==> src/rtl/bfm_pkg.sv <==
`timescale 1ns / 1ps

package bfm_pkg;

    // Line store geometry
    localparam int MAX_COLS   = 1024;
    localparam int COL_W      = $clog2(MAX_COLS);      // column index
    localparam int COLS_W     = 11;                    // frame_cols register
    localparam int ROWS_W     = 12;                    // frame_rows register
    localparam int PIX_W      = 8;
    localparam int CFG_DATA_W = 12;
    localparam int CFG_IDX_W  = 1;
    localparam int SUM_W      = 12;                    // nine 8-bit pixels

    // Register indexes
    localparam logic [CFG_IDX_W-1:0] REG_FRAME_COLS = 1'd0;
    localparam logic [CFG_IDX_W-1:0] REG_FRAME_ROWS = 1'd1;

    // Register reset values
    localparam logic [COLS_W-1:0] FRAME_COLS_RST = 11'd1024;
    localparam logic [ROWS_W-1:0] FRAME_ROWS_RST = 12'd12;

    // Smallest legal frame side
    localparam logic [COLS_W-1:0] MIN_COLS = 11'd3;
    localparam logic [ROWS_W-1:0] MIN_ROWS = 12'd3;
    localparam logic [COLS_W-1:0] TOP_COLS = COLS_W'(MAX_COLS);

    // Output queue depth: output word, one in compute, one spare
    localparam int OQ_DEPTH = 3;
    localparam int OQ_PTR_W = 2;
    localparam int OQ_CNT_W = 2;

    // Reciprocal of 9 in Q15: 9 * 3641 = 32769, exact floor for sums below 2^15
    localparam int          DIV9_SHIFT = 15;
    localparam logic [11:0] DIV9_RECIP = 12'd3641;

    typedef struct packed {
        logic             frame_last;
        logic [PIX_W-1:0] pixel_out;
    } result_t;

    // floor(sum / 9) for sums up to 9 * 255
    function automatic logic [PIX_W-1:0] div9(input logic [SUM_W-1:0] sum);
        logic [2*SUM_W-1:0] prod;
        prod = {{SUM_W{1'b0}}, sum} * {{SUM_W{1'b0}}, DIV9_RECIP};
        return prod[DIV9_SHIFT +: PIX_W];
    endfunction

endpackage

==> src/rtl/bfm_out_fifo.sv <==
`timescale 1ns / 1ps

module bfm_out_fifo (
    input  logic                      aclk,
    input  logic                      aresetn,
    input  logic                      push,
    input  bfm_pkg::result_t          push_data,
    input  logic                      pop,
    output bfm_pkg::result_t          head,
    output logic                      not_empty,
    output logic [bfm_pkg::OQ_CNT_W-1:0] count
);
    import bfm_pkg::*;

    result_t              entry_reg [OQ_DEPTH];
    logic [OQ_PTR_W-1:0]  wr_ptr_reg, wr_ptr_next;
    logic [OQ_PTR_W-1:0]  rd_ptr_reg, rd_ptr_next;
    logic [OQ_CNT_W-1:0]  count_reg, count_next;

    // pointer wrap at queue depth
    always_comb begin
        wr_ptr_next = wr_ptr_reg;
        rd_ptr_next = rd_ptr_reg;
        count_next  = count_reg;
        if (push) begin
            wr_ptr_next = (wr_ptr_reg == OQ_PTR_W'(OQ_DEPTH - 1)) ? '0 : wr_ptr_reg + 1'b1;
        end
        if (pop) begin
            rd_ptr_next = (rd_ptr_reg == OQ_PTR_W'(OQ_DEPTH - 1)) ? '0 : rd_ptr_reg + 1'b1;
        end
        if (push && !pop) begin
            count_next = count_reg + 1'b1;
        end else if (pop && !push) begin
            count_next = count_reg - 1'b1;
        end
    end

    always_ff @(posedge aclk) begin
        if (!aresetn) begin
            wr_ptr_reg <= '0;
            rd_ptr_reg <= '0;
            count_reg  <= '0;
        end else begin
            wr_ptr_reg <= wr_ptr_next;
            rd_ptr_reg <= rd_ptr_next;
            count_reg  <= count_next;
        end
    end

    // storage, no reset
    always_ff @(posedge aclk) begin
        if (push) begin
            entry_reg[wr_ptr_reg] <= push_data;
        end
    end

    assign head      = entry_reg[rd_ptr_reg];
    assign not_empty = (count_reg != '0);
    assign count     = count_reg;

endmodule

==> config.mk <==
export PLATFORM = sky130hd
export DESIGN_NAME = bfm_out_fifo
export DESIGN_NICKNAME = d
export VERILOG_FILES = /design/src/rtl/bfm_pkg.sv /design/src/rtl/bfm_out_fifo.sv
export SDC_FILE = /design/constraint.sdc
export NUM_CORES = 1
export LEC_CHECK = 0
export BUFFER_PORTS_ARGS = -buffer_cell sky130_fd_sc_hd__buf_2
export CORE_AREA = 2 2 51 53
export CTS_CLUSTER_DIAMETER = 40
export DETAILED_ROUTE_END_ITERATION = 12
export DIE_AREA = 0 0 53 55
export GPL_TIMING_DRIVEN = 0
export HOLD_SLACK_MARGIN = 0.1
export PLACE_DENSITY_LB_ADDON = 0.15
export SKIP_LAST_GASP = 1
export SYNTH_ARGS = -nofsm -noshare
export SYNTH_HDL_FRONTEND = slang
export SYNTH_SLANG_ARGS = --single-unit
==> constraint.sdc <==
create_clock -name aclk -period 2.9 [get_ports aclk]
set_input_delay 0 -clock aclk [delete_from_list [all_inputs] [get_ports aclk]]
set_output_delay 0 -clock aclk [all_outputs]
set_load 0.005 [all_outputs]
==> summary.txt <==
====================================================================================================
Area of the core region                                                                     2360 µm²
Total GRT Usage                                                                                16.7%
Vias in the first global route                                                                   764
Number of clock sinks seen by CTS                                                                 35
Mean number of vias per cell                                                                    4.98
Highest clock rate                                                                           521 MHz
Maximum capacitance violations                                                                     0
Startpoint type of the worst setup path                                                    flip-flop
Number of top-level pins                                                                          25
Total Negative Setup Slacks                                                                     0 ns
Avg WL per Cell                                                                              12.5 µm
Buffers added on ports                                                                            24
Die Height                                                                                     55 µm
Most instantiated library cell after synthesis                                              edfxtp_1
TritonCTS clock tree                                                                             yes
List of most frequent post-synthesis cells                                              27 x edfxtp_1, 12 x nand2_1, 9 x mux2i_1, 9 x o21ai_1, 8 x dfxtp_1
Net count of the mapped netlist                                                                  103
Netlist area before placement                                                               1310 µm²
Worst hold-check path type                                                                 in -> reg
Crit path max-delay cell type                                                                 nor2_1
Count of standard-cell rows                                                                       18
Slew Limit Headroom                                                                            42.4%
Worst voltage drop across the vdd grid                                                      0.412 mV
Signed area change from the synthesized netlist to the final layout                            25.7%
Clock-pin slew reported for the worst setup and hold paths after clock tree synthesis        0.10 ns
Clock H-tree levels                                                                                2
Setup Viol. Count Final                                                                            0
Clock latency on the worst-skew pair                                                         0.32 ns
Violation count after the first detailed-route iteration                                          21
Clock tree root buffer cell                                                                 clkbuf_4
First-pass iteration count of the detailed router                                                  4
Final weighted congestion in routability-driven placement                                      0.625
Die Footprint                                                                               2920 µm²
Antenna diode instance count                                                                       0
# DRC                                                                                              0
Max reg flops                                                                                     27
Synth async-reset ratio                                                                           0%
Cell leakage power                                                                          0.629 nW
Run status                                                                              complete, no violations
Total of fill cells in the finished design                                                       193
Number of flip-flops and latches in the synthesized netlist                                       35
Global-route wire length before repair                                                       3150 µm
Slew at the pin with the worst max-slew slack                                               0.861 ns
Post-Route Skew                                                                            0.0124 ns
Antenna viol nets, final                                                                           0
Worst Path Arrival                                                                           2.19 ns
Type of the setup path with the least slack                                               reg -> reg
Setup Fix Bufs, Post-CTS                                                                           0
Longest Clk Path Bufs                                                                              2
Yosys warning total                                                                                0
Hold violation total from the final report                                                         0
Post-route minimum period                                                                    1.92 ns
Unrepaired setup endpoints after global routing                                                false
Cells along the critical path                                                           nand2_1 -> nor2_1 -> o21a_1 -> dlygate4sd3_1
TritonCTS buffer count                                                                             5
Die outline width                                                                              53 µm
Final worst hold slack                                                                      0.404 ns
Data required time of the worst path                                                         3.18 ns
Vias after detailed routing                                                                      816
Total grt overflow                                                                                 0
Fraction of synthesized cell area taken by the top area cell type                              61.8%
Final-report max-slew violation count                                                              0
Count of unique library cells instantiated by Yosys                                               22
DP HPWL                                                                                      1330 µm
Leading post-synthesis cells by cell area                                               edfxtp_1 62%, dfxtp_1 12%, mux2i_1 6.9%
Critical path capture point type                                                           flip-flop
Mean post-synth cell area                                                                   14.7 µm²
Ratio of cells with drive above 1 in the final layout                                          25.4%
Final worst-path cycle share                                                                   66.1%
Number of nets in the final layout                                                               147
Sequential fraction of the synthesis area                                                      74.0%
Power density of the placed cells                                                         559 nW/µm²
Top flip-flop cell by instance count after synthesis                                        edfxtp_1
Synth Instances                                                                                   89
Sum of routed wire length over all layers                                                    2050 µm
Biggest area consumer among synthesized cells                                               edfxtp_1
CP max FO                                                                                         10
Effective utilization at floorplan                                                             55.5%
Pin count of the biggest net entering global routing                                              11
Number of antenna violations at the first check in global routing                                  0
Number of enable-type register cells in the synthesized netlist                                   27
Longest individual stage delay on the worst path                                             0.65 ns
====================================================================================================
## timing repair
item,CTS,global route
gates resized for setup,0,0
hold endpoints to repair,35,0
hold buffers,13,0
## cell families after synthesis
group / Yosys count / synth area share [%]
adder cells (fa/ha/maj): 1 / 0.953
AO/OA/AOI/OAI: 15 / 6.67
AND/OR/NAND/NOR: 23 / 8.77
buffers and inverters: 4 / 1.43
multiplexers: 9 / 6.86
XOR/XNOR: 2 / 1.33
flip-flops: 35 / 74.0
## path summary, 6_finish.rpt
path	start	endpoint	slack [ns]	depth (start not counted)
worst max register to register	wr_ptr_reg[0]	wr_ptr_reg[1]	0.98	4
worst min register to register	rd_ptr_reg[1]	rd_ptr_reg[1]	0.50	2
worst min-delay path	push_data[7]	entry_reg[2][7]	0.40	2
worst max-delay path	wr_ptr_reg[0]	wr_ptr_reg[1]	0.98	4
## final cells by class
| type | count | area, µm² | area share, % |
|---|---|---|---|
| Tap cell | 30 | 37.5 | 2.27 |
| Clock buffer | 7 | 45.0 | 2.73 |
| Timing Repair Buffer | 37 | 250 | 15.2 |
| Multi-Input combinational cell | 50 | 323 | 19.6 |
| Inverter | 1 | 3.75 | 0.227 |
| Clock inverter | 1 | 5.00 | 0.303 |
| Buffer | 3 | 15.0 | 0.910 |
| Sequential cell | 35 | 971 | 58.8 |
## power by group
| part | total, mW | leakage [nW] | internal, mW | switching [mW] |
|---|---|---|---|---|
| registers | 0.578 | 0.316 | 0.567 | 0.0108 |
| clock network | 0.233 | 0.0293 | 0.0944 | 0.139 |
| logic | 0.112 | 0.284 | 0.0593 | 0.0523 |
## metal layers
metal	routed length (µm)	track usage, %	vias up
li1	-	-	410
met1	806	16.5	383
met2	1110	29.8	18
met3	89	4.57	5
met4	49	12.8	0
met5	0	0	-
## per-stage QoR
stage	std cells	worst slack, ns	cell area (µm²)	power (mW)	utilization [%]
final	164	0.982	1650	0.923	69.8
after global routing	164	0.853	1650	0.964	69.8
after CTS	164	0.949	1650	0.935	69.8
after detailed placement	143	1.41	1470	0.689	62.2
after global placement	143	1.43	1470	0.685	62.2
after floorplan	89	1.67	1310	0.643	-
## placed cells by master, fill, tap and decap left out
| cell | n |
|---|---|
| nor2_1 | 2 |
| clkbuf_1 | 2 |
| o21ai_0 | 1 |
| clkbuf_2 | 1 |
| nor2b_1 | 3 |
| mux2i_1 | 9 |
| o21ai_1 | 9 |
| clkinv_2 | 1 |
| nor3_1 | 1 |
| buf_2 | 26 |
| dfxtp_1 | 8 |
| ha_1 | 1 |
| xnor2_1 | 1 |
| or3_1 | 1 |
| clkbuf_4 | 5 |
| o21a_1 | 3 |
| edfxtp_1 | 27 |
| a21boi_1 | 2 |
| or2_1 | 1 |
| xor2_1 | 1 |
| nand3b_1 | 1 |
| nor3b_2 | 1 |
| inv_1 | 1 |
| dlygate4sd3_1 | 13 |
| and2_1 | 1 |
| nand2_1 | 12 |
## critical path, delay by kind of cell, from the launching register on
family / cells / cell delay, ns
AOI/OAI and AO/OA: 1 / 0.22
buffers and inverters: 1 / 0.53
DFF: 1 / 0.39
and+or+nand+nor: 2 / 0.72
(Power assumes the default switching activity.)
